**config.mk**
```make
export PLATFORM = sky130hd
export DESIGN_NAME = gru_ctrl
export DESIGN_NICKNAME = d
export VERILOG_FILES = /design/src/hw/rtl/gru_pkg.sv /design/src/hw/rtl/gru_ctrl.sv
export SDC_FILE = /design/constraint.sdc
export NUM_CORES = 1
export LEC_CHECK = 0
export BUFFER_PORTS_ARGS = -buffer_cell sky130_fd_sc_hd__buf_2
export CAP_MARGIN = 30
export CELL_PAD_IN_SITES_DETAIL_PLACEMENT = 1
export CELL_PAD_IN_SITES_GLOBAL_PLACEMENT = 1
export CORE_AREA = 5 5 111 113
export DETAILED_ROUTE_END_ITERATION = 8
export DIE_AREA = 0 0 116 118
export PLACE_DENSITY_LB_ADDON = 0.05
export SYNTH_ARGS = -nofsm -noshare
export SYNTH_HDL_FRONTEND = slang
export SYNTH_SLANG_ARGS = --single-unit
export TNS_END_PERCENT = 50
```
**constraint.sdc**
```tcl
create_clock -name clk -period 4.8 [get_ports clk]
set_clock_uncertainty 0.05 [all_clocks]
set_input_delay 1.44 -clock clk [delete_from_list [all_inputs] [get_ports clk]]
set_output_delay 1.44 -clock clk [all_outputs]
set_load 0.1 [all_outputs]
```
**src/hw/rtl/gru_pkg.sv**
```systemverilog
// Shared types, codes and activation tables for the GRU reuse scorer.
`timescale 1ns / 1ps
package gru_pkg;

  // Width of an operand index: covers the scratch store of both MLP layers.
  localparam int IDX_W = 7;
  localparam int WADDR_W = 12;

  // Exponential base for the activation tables, Q2.30.
  localparam longint unsigned Q30 = 64'd1073741824;
  localparam longint unsigned EXP_STEP = 64'd1008687096;

  typedef enum logic [1:0] {
    KIND_LOAD   = 2'd0,
    KIND_ACCESS = 2'd1,
    KIND_PAGE   = 2'd2,
    KIND_CLEAR  = 2'd3
  } kind_t;

  // Operand source of a multiply-accumulate term.
  typedef enum logic [2:0] {
    SRC_ACCESS,
    SRC_PAGE,
    SRC_HIDDEN,
    SRC_RH,
    SRC_SCRATCH,
    SRC_BIAS
  } src_t;

  // Action the datapath takes once an accumulation is finished.
  typedef enum logic [3:0] {
    POST_NONE,
    POST_R,
    POST_Z,
    POST_CAND,
    POST_CAP,
    POST_MUL_RH,
    POST_MUL_NEW,
    POST_MUL_OLD,
    POST_WR_RH,
    POST_WR_H,
    POST_RELU,
    POST_OUT
  } post_t;

  typedef enum logic [3:0] {
    S_IDLE,
    S_ROW,
    S_DRAIN,
    S_FIN,
    S_HREAD,
    S_HCAP,
    S_MUL1,
    S_MUL2,
    S_WRITE
  } state_t;

  typedef enum logic [2:0] {
    PH_R,
    PH_Z,
    PH_N,
    PH_FC1,
    PH_FC2,
    PH_OUT
  } phase_t;

  // One accepted input transfer.
  typedef struct packed {
    logic                accept;
    kind_t               kind;
    logic [11:0]         weight_index;
    logic [2:0]          element_index;
    logic signed [15:0]  value;
    logic                last;
  } item_t;

  // Command word from the controller to the datapath.
  typedef struct packed {
    logic               issue;
    logic               first;
    src_t               src;
    logic [WADDR_W-1:0] waddr;
    logic [IDX_W-1:0]   idx;
    post_t              post;
  } cmd_t;

  typedef logic [255:0][15:0] tab_t;

  // Restoring shift-and-subtract division, used only while the tables are built.
  function automatic longint unsigned udiv(input longint unsigned n,
                                           input longint unsigned d);
    longint unsigned q;
    longint unsigned r;
    q = '0;
    r = '0;
    for (int b = 63; b >= 0; b--) begin
      r = {r[62:0], n[b]};
      if (r >= d) begin
        r = r - d;
        q[b] = 1'b1;
      end
    end
    return q;
  endfunction

  // Builds the sigmoid (Q0.16) or tanh (Q4.12) table; entry k covers x = -8 + k/16.
  function automatic tab_t build_tab(input logic tanh_sel);
    longint unsigned ex [257];
    longint unsigned e;
    longint unsigned den;
    longint unsigned s;
    longint unsigned e2;
    longint unsigned den2;
    longint unsigned t;
    int a;
    tab_t tab;
    ex[0] = Q30;
    for (int k = 1; k < 257; k++) begin
      ex[k] = (ex[k-1] * EXP_STEP + (Q30 >> 1)) >> 30;
    end
    for (int k = 0; k < 256; k++) begin
      a = (k >= 128) ? k - 128 : 128 - k;
      e = ex[a];
      den = Q30 + e;
      s = (k >= 128) ? udiv((Q30 << 16) + (den >> 1), den)
                     : udiv((e << 16) + (den >> 1), den);
      e2 = ex[2 * a];
      den2 = Q30 + e2;
      t = udiv(64'd4096 * (Q30 - e2) + (den2 >> 1), den2);
      if (tanh_sel) begin
        tab[k] = (k >= 128) ? t[15:0] : 16'(~t[15:0] + 16'd1);
      end else begin
        tab[k] = (s > 64'd65535) ? 16'hFFFF : s[15:0];
      end
    end
    return tab;
  endfunction

  // Saturates a 33-bit sum to 32 bits.
  function automatic logic signed [31:0] sat32(input logic signed [32:0] v);
    if (v[32] != v[31]) begin
      return v[32] ? 32'sh8000_0000 : 32'sh7FFF_FFFF;
    end
    return v[31:0];
  endfunction

  // Accumulator to Q4.12: floor shift by 12, saturated to 16 bits.
  function automatic logic signed [15:0] to_q12(input logic signed [31:0] acc);
    logic signed [19:0] sh;
    sh = acc[31:12];
    if (sh > 20'sd32767) begin
      return 16'sh7FFF;
    end else if (sh < -20'sd32768) begin
      return 16'sh8000;
    end
    return sh[15:0];
  endfunction

  // Saturates a 19-bit signed value to 16 bits.
  function automatic logic signed [15:0] sat16(input logic signed [18:0] v);
    if (v > 19'sd32767) begin
      return 16'sh7FFF;
    end else if (v < -19'sd32768) begin
      return 16'sh8000;
    end
    return v[15:0];
  endfunction

endpackage

```
**src/hw/rtl/gru_ctrl.sv**
```systemverilog
// Sequencer that walks the GRU step and the scorer MLP one term at a time.
`timescale 1ns / 1ps
module gru_ctrl #(
  parameter int HIDDEN_UNITS = 16,
  parameter int ACCESS_FEATURES = 8,
  parameter int PAGE_FEATURES = 8,
  parameter int FIRST_LAYER_UNITS = 32,
  parameter int SECOND_LAYER_UNITS = 16
) (
  input  logic           clk,
  input  logic           rst,
  input  gru_pkg::item_t item,
  output logic           busy,
  output gru_pkg::cmd_t  cmd
);

  localparam int H = HIDDEN_UNITS;
  localparam int A = ACCESS_FEATURES;
  localparam int P = PAGE_FEATURES;
  localparam int F1 = FIRST_LAYER_UNITS;
  localparam int F2 = SECOND_LAYER_UNITS;
  localparam int A_WIR = 0;
  localparam int A_WIZ = A_WIR + H * A;
  localparam int A_WIN = A_WIZ + H * A;
  localparam int A_WHR = A_WIN + H * A;
  localparam int A_WHZ = A_WHR + H * H;
  localparam int A_WHN = A_WHZ + H * H;
  localparam int A_BIR = A_WHN + H * H;
  localparam int A_BIRH = A_BIR + H;
  localparam int A_BIZ = A_BIRH + H;
  localparam int A_BIZH = A_BIZ + H;
  localparam int A_BIN = A_BIZH + H;
  localparam int A_BHN = A_BIN + H;
  localparam int A_FC1W = A_BHN + H;
  localparam int A_FC1B = A_FC1W + F1 * (H + P);
  localparam int A_FC2W = A_FC1B + F1;
  localparam int A_FC2B = A_FC2W + F2 * F1;
  localparam int A_OUTW = A_FC2B + F2;
  localparam int A_OUTB = A_OUTW + F2;

  gru_pkg::state_t state, state_next;
  gru_pkg::phase_t phase, phase_next;
  logic [gru_pkg::IDX_W-1:0] unit, unit_next;
  logic [gru_pkg::IDX_W-1:0] j, j_next;
  logic [1:0] seg, seg_next;
  logic drain, drain_next;

  // Operand source of each segment of a row.
  function automatic gru_pkg::src_t seg_src(gru_pkg::phase_t ph, logic [1:0] s);
    gru_pkg::src_t r;
    r = gru_pkg::SRC_BIAS;
    unique case (ph)
      gru_pkg::PH_R, gru_pkg::PH_Z: begin
        if (s == 2'd0) r = gru_pkg::SRC_ACCESS;
        else if (s == 2'd1) r = gru_pkg::SRC_HIDDEN;
      end
      gru_pkg::PH_N: begin
        if (s == 2'd0) r = gru_pkg::SRC_ACCESS;
        else if (s == 2'd1) r = gru_pkg::SRC_RH;
      end
      gru_pkg::PH_FC1: begin
        if (s == 2'd0) r = gru_pkg::SRC_HIDDEN;
        else if (s == 2'd1) r = gru_pkg::SRC_PAGE;
      end
      gru_pkg::PH_FC2, gru_pkg::PH_OUT: begin
        if (s == 2'd0) r = gru_pkg::SRC_SCRATCH;
      end
      default: r = gru_pkg::SRC_BIAS;
    endcase
    return r;
  endfunction

  // Number of terms in each segment; a zero length ends the row.
  function automatic int seg_len(gru_pkg::phase_t ph, logic [1:0] s);
    int r;
    r = 0;
    unique case (ph)
      gru_pkg::PH_R, gru_pkg::PH_Z, gru_pkg::PH_N: begin
        r = (s == 2'd0) ? A : (s == 2'd1) ? H : 1;
      end
      gru_pkg::PH_FC1: begin
        r = (s == 2'd0) ? H : (s == 2'd1) ? P : (s == 2'd2) ? 1 : 0;
      end
      gru_pkg::PH_FC2: begin
        r = (s == 2'd0) ? F1 : (s == 2'd1) ? 1 : 0;
      end
      gru_pkg::PH_OUT: begin
        r = (s == 2'd0) ? F2 : (s == 2'd1) ? 1 : 0;
      end
      default: r = 0;
    endcase
    return r;
  endfunction

  // First weight address of each segment.
  function automatic int seg_base(gru_pkg::phase_t ph, logic [1:0] s, int u);
    int r;
    r = 0;
    unique case (ph)
      gru_pkg::PH_R: begin
        r = (s == 2'd0) ? A_WIR + u * A : (s == 2'd1) ? A_WHR + u * H :
            (s == 2'd2) ? A_BIR + u : A_BIRH + u;
      end
      gru_pkg::PH_Z: begin
        r = (s == 2'd0) ? A_WIZ + u * A : (s == 2'd1) ? A_WHZ + u * H :
            (s == 2'd2) ? A_BIZ + u : A_BIZH + u;
      end
      gru_pkg::PH_N: begin
        r = (s == 2'd0) ? A_WIN + u * A : (s == 2'd1) ? A_WHN + u * H :
            (s == 2'd2) ? A_BIN + u : A_BHN + u;
      end
      gru_pkg::PH_FC1: begin
        r = (s == 2'd0) ? A_FC1W + u * (H + P) : (s == 2'd1) ? A_FC1W + u * (H + P) + H :
            A_FC1B + u;
      end
      gru_pkg::PH_FC2: begin
        r = (s == 2'd0) ? A_FC2W + u * F1 : A_FC2B + u;
      end
      gru_pkg::PH_OUT: begin
        r = (s == 2'd0) ? A_OUTW : A_OUTB;
      end
      default: r = 0;
    endcase
    return r;
  endfunction

  // Second-layer activations sit after the first layer in the scratch store.
  function automatic int seg_off(gru_pkg::phase_t ph);
    return (ph == gru_pkg::PH_OUT) ? F1 : 0;
  endfunction

  logic row_end;
  logic seg_done;
  logic unit_end_h;
  logic unit_end_f1;
  logic unit_end_f2;

  assign row_end = (int'(j) == seg_len(phase, seg) - 1);
  assign seg_done = (seg == 2'd3) || (seg_len(phase, seg + 2'd1) == 0);
  assign unit_end_h = (int'(unit) == H - 1);
  assign unit_end_f1 = (int'(unit) == F1 - 1);
  assign unit_end_f2 = (int'(unit) == F2 - 1);

  // Next-state logic.
  always_comb begin
    state_next = state;
    phase_next = phase;
    unit_next = unit;
    j_next = j;
    seg_next = seg;
    drain_next = drain;
    unique case (state)
      gru_pkg::S_IDLE: begin
        j_next = '0;
        seg_next = '0;
        unit_next = '0;
        if (item.accept && item.last && item.kind == gru_pkg::KIND_ACCESS) begin
          phase_next = gru_pkg::PH_R;
          state_next = gru_pkg::S_ROW;
        end else if (item.accept && item.last && item.kind == gru_pkg::KIND_PAGE) begin
          phase_next = gru_pkg::PH_FC1;
          state_next = gru_pkg::S_ROW;
        end
      end
      gru_pkg::S_ROW: begin
        if (row_end) begin
          j_next = '0;
          if (seg_done) begin
            seg_next = '0;
            drain_next = 1'b0;
            state_next = gru_pkg::S_DRAIN;
          end else begin
            seg_next = seg + 2'd1;
          end
        end else begin
          j_next = j + 1'b1;
        end
      end
      gru_pkg::S_DRAIN: begin
        drain_next = 1'b1;
        if (drain) begin
          state_next = gru_pkg::S_FIN;
        end
      end
      gru_pkg::S_FIN: begin
        unique case (phase)
          gru_pkg::PH_R: begin
            phase_next = gru_pkg::PH_Z;
            state_next = gru_pkg::S_ROW;
          end
          gru_pkg::PH_Z, gru_pkg::PH_N: begin
            state_next = gru_pkg::S_HREAD;
          end
          gru_pkg::PH_FC1: begin
            state_next = gru_pkg::S_ROW;
            if (unit_end_f1) begin
              unit_next = '0;
              phase_next = gru_pkg::PH_FC2;
            end else begin
              unit_next = unit + 1'b1;
            end
          end
          gru_pkg::PH_FC2: begin
            state_next = gru_pkg::S_ROW;
            if (unit_end_f2) begin
              unit_next = '0;
              phase_next = gru_pkg::PH_OUT;
            end else begin
              unit_next = unit + 1'b1;
            end
          end
          default: begin
            state_next = gru_pkg::S_IDLE;
          end
        endcase
      end
      gru_pkg::S_HREAD: state_next = gru_pkg::S_HCAP;
      gru_pkg::S_HCAP: state_next = gru_pkg::S_MUL1;
      gru_pkg::S_MUL1: begin
        state_next = (phase == gru_pkg::PH_N) ? gru_pkg::S_MUL2 : gru_pkg::S_WRITE;
      end
      gru_pkg::S_MUL2: state_next = gru_pkg::S_WRITE;
      gru_pkg::S_WRITE: begin
        if (phase == gru_pkg::PH_Z) begin
          state_next = gru_pkg::S_ROW;
          if (unit_end_h) begin
            unit_next = '0;
            phase_next = gru_pkg::PH_N;
          end else begin
            unit_next = unit + 1'b1;
            phase_next = gru_pkg::PH_R;
          end
        end else if (unit_end_h) begin
          state_next = gru_pkg::S_IDLE;
        end else begin
          unit_next = unit + 1'b1;
          state_next = gru_pkg::S_ROW;
        end
      end
      default: state_next = gru_pkg::S_IDLE;
    endcase
  end

  // Command outputs.
  always_comb begin
    cmd = '0;
    cmd.src = gru_pkg::SRC_HIDDEN;
    cmd.post = gru_pkg::POST_NONE;
    cmd.idx = unit;
    unique case (state)
      gru_pkg::S_ROW: begin
        cmd.issue = 1'b1;
        cmd.first = (seg == 2'd0) && (j == '0);
        cmd.src = seg_src(phase, seg);
        cmd.waddr = gru_pkg::WADDR_W'(seg_base(phase, seg, int'(unit)) + int'(j));
        cmd.idx = gru_pkg::IDX_W'(seg_off(phase) + int'(j));
      end
      gru_pkg::S_FIN: begin
        unique case (phase)
          gru_pkg::PH_R: cmd.post = gru_pkg::POST_R;
          gru_pkg::PH_Z: cmd.post = gru_pkg::POST_Z;
          gru_pkg::PH_N: cmd.post = gru_pkg::POST_CAND;
          gru_pkg::PH_FC1: cmd.post = gru_pkg::POST_RELU;
          gru_pkg::PH_FC2: begin
            cmd.post = gru_pkg::POST_RELU;
            cmd.idx = gru_pkg::IDX_W'(F1 + int'(unit));
          end
          default: cmd.post = gru_pkg::POST_OUT;
        endcase
      end
      gru_pkg::S_HCAP: cmd.post = gru_pkg::POST_CAP;
      gru_pkg::S_MUL1: begin
        cmd.post = (phase == gru_pkg::PH_N) ? gru_pkg::POST_MUL_NEW : gru_pkg::POST_MUL_RH;
      end
      gru_pkg::S_MUL2: cmd.post = gru_pkg::POST_MUL_OLD;
      gru_pkg::S_WRITE: begin
        cmd.post = (phase == gru_pkg::PH_N) ? gru_pkg::POST_WR_H : gru_pkg::POST_WR_RH;
      end
      default: cmd.post = gru_pkg::POST_NONE;
    endcase
  end

  assign busy = (state != gru_pkg::S_IDLE);

  // Sequencer registers.
  always_ff @(posedge clk) begin
    if (rst) begin
      state <= gru_pkg::S_IDLE;
      phase <= gru_pkg::PH_R;
      unit <= '0;
      j <= '0;
      seg <= '0;
      drain <= 1'b0;
    end else begin
      state <= state_next;
      phase <= phase_next;
      unit <= unit_next;
      j <= j_next;
      seg <= seg_next;
      drain <= drain_next;
    end
  end

endmodule

```
==> qor.yml <==
grt_overflow: 0
holdWs_ns: 0.445
synthFlopType: "dfxtp_1"
rsz0062_at_grt: "yes"
reg2reg_slack_ns: 0.78
drv_cap: 0
hold_viol_final: 0
ios: 66
clockBufferDepth: 2
start_util: 0.369
drv_slew: 0
crit_path_start: "unit[1]"
first_iter_violations: 324
final_util: 0.504
post_route_cells_drive_above_1_share: 0.313
reg2reg_from: "seg[1]"
setup_ws_ns: -0.468
worstReg2RegEnd: "state[0]"
antenna_found_initial: 0
required_ns: 3.31
run_status: "finished with violations"
htree_levels: 1
clock-sinks: 24
synthesis.area_mm2: 0.00414
setup_viol: 6
power.density_mw_per_mm2: 227
grt_util_all_layers: 0.233
grt_pass1_vias: 4842
core_area_mm2: 0.0112
layout_common_cells: "buf_4 (97), nor2_1 (58), nand2_1 (49)"
syn_inst: 583
detail-route-antenna-nets: 0
grtUsageMet2: 0.379
port_buffers: 34
seq_area_frac_synth: 0.116
synth-seq-cells: 24
cts-root-buf: "clkbuf_16"
placementRows: 39
die_height_um: 118
crit_path_end_kind: "output port"
synth-edff-count: 0
gr-usage-met3: 0.0272
grt_start_max_net_pins: 24
critPathMaxFanout: 5
min_period_ns: 5.27
dieArea_mm2: 0.0137
hp-class: "flop to flop"
critPathArrivalTime_ns: 3.78
r2r_cells: 15
grt_pass1_wl_um: 25900
mostFrequentLayoutCell: "buf_4"
synthDistinctLibCells: 87
worst_setup_path_endpoint: "cmd[21]"
syn_area_per_cell_um2: 7.10
cts_buffers: 3
max_freq_ghz: 0.190
cts_tree: "done"
wl_per_cell_um: 19.6
worst_slew_pin_slew_ns: 0.535
ir_worst_vdd_mv: 0.331
wl_um: 16100
synthesis.nets: 661
synthArstFlopShare: 0
drt_pass1_iterations: 5
vias: 4801
yosys_warnings: 0
hpwl_um: 12800
top_usage_layer: "met2"
crit_type: "flop to output port"
clk_latency_ns: 0.27
p_leak_nw: 2.30
grtUsageMet1: 0.335
cp-start-kind: "flop"
cts_hold_buf: 0
area_growth_pct: 36.8
die_x_um: 116
worstHoldStart: "drain"
fin_crit_sh: 1.10
violations: "setup timing"
nNetsFinal: 756
drcViolationCount: 0
drt-vias-per-instance: 5.85
clk_pin_slew_ns: 0.07
diodes: 0
finalWeightedCongestion: 0.898
slew_headroom: 0.643
## worst min path at each step
stage	endpoint	slack (ns)	cells past startpoint
5_1_grt	drain	0.52	2
6_report	drain	0.45	2
4_1_cts	drain	0.45	2
3_3_place_gp	drain	0.43	2
3_5_place_dp	drain	0.43	2
2_1_floorplan	drain	0.41	2
## cell usage after synthesis, types with 3 or more instances
cell type / instances / share of area
xnor2_1: 23 / 0.049
nand3_1: 12 / 0.015
o21ai_1: 3 / 0.0036
nor2b_1: 5 / 0.0076
o221ai_1: 3 / 0.0064
o21a_1: 5 / 0.0091
and2_1: 5 / 0.0076
o31ai_1: 4 / 0.0073
nand3b_1: 4 / 0.0073
dfxtp_1: 24 / 0.12
clkbuf_1: 24 / 0.022
a21oi_1: 44 / 0.053
a221o_1: 5 / 0.012
a221oi_1: 3 / 0.0064
o22ai_1: 4 / 0.0060
buf_6: 3 / 0.0082
xor2_1: 7 / 0.015
nor3_1: 21 / 0.025
ha_1: 39 / 0.12
or3_1: 7 / 0.011
buf_2: 5 / 0.0060
mux2i_1: 8 / 0.019
nor3b_1: 4 / 0.0073
a211o_1: 3 / 0.0064
buf_4: 7 / 0.013
nand4_1: 5 / 0.0076
a21o_1: 7 / 0.013
o21ai_0: 35 / 0.042
nand2b_1: 12 / 0.018
a211oi_1: 10 / 0.018
and3_1: 7 / 0.011
nor4_1: 5 / 0.0076
a31oi_1: 8 / 0.012
nor2_1: 65 / 0.059
a22oi_1: 6 / 0.011
a311oi_1: 6 / 0.013
o211ai_1: 7 / 0.013
nand2_1: 52 / 0.047
inv_1: 29 / 0.026
## state kept, by name, summed over array words and instances (netlist names)
| signal | count |
|---|---|
| drain | 1 |
| unit | 7 |
| seg | 2 |
| j | 7 |
| state | 4 |
| phase | 3 |
## layer usage
layer  share of wire  up-vias
met1            0.47     2338
met4           0.012        0
met2            0.47      129
met5               0        -
li1                -     2315
met3           0.048       19
## logic make-up after synthesis
group / Yosys count / share of synthesized area
compound gates: 184 / 0.312
xor+xnor: 32 / 0.0729
fa+ha+maj: 41 / 0.128
buf+inv: 73 / 0.0799
flops: 24 / 0.116
mux: 11 / 0.0302
simple gates: 218 / 0.261
## metrics by stage
step	setup slack [ns]	setup TNS, ns	std cells	power (mW)	cell area (um^2)
floorplan	-0.323	-0.955	583	0.799	4300
global placement	-0.233	-0.807	806	1.01	5290
detailed placement	-0.270	-0.997	806	1.02	5290
CTS	-0.444	-1.98	816	1.27	5510
global route	-0.598	-3.10	820	1.36	5660
finish	-0.468	-2.18	820	1.29	5660
## critical path, cell delays in order (launching register included)
cell,delay (ns)
dfxtp_4,0.37
ha_4,0.13
inv_2,0.03
fa_2,0.37
xnor2_2,0.24
inv_2,0.08
ha_4,0.31
nor2b_4,0.06
and3b_1,0.16
o22a_1,0.19
or4_1,0.42
a32oi_2,0.29
a221oi_4,0.15
nor3_2,0.28
xnor2_2,0.11
nor2_4,0.13
buf_12,0.18
## final cells by class
cell class,count,area [um^2]
flip-flops and latches,24,493
repair buffers,132,1150
clock buffers,4,88.8
inverters,31,118
well taps,143,179
multi-input cells,486,3630
fillers,1412,5560
## report_power, final
part	internal, mW	switching, mW	leakage, nW
registers	0.215	0.0184	0.198
clock network	0.128	0.0827	0.0442
logic	0.286	0.557	2.06
total	0.629	0.658	2.30
## repair_timing
item                                    in CTS  in global routing
gates resized for setup                     15                 23
pin swaps                                   19                 22
hold endpoints to repair                     0                  0
endpoints found under the setup margin       7                  7
setup buffers                                6                  3
No activity file was read; power rests on OpenSTA's default activity.
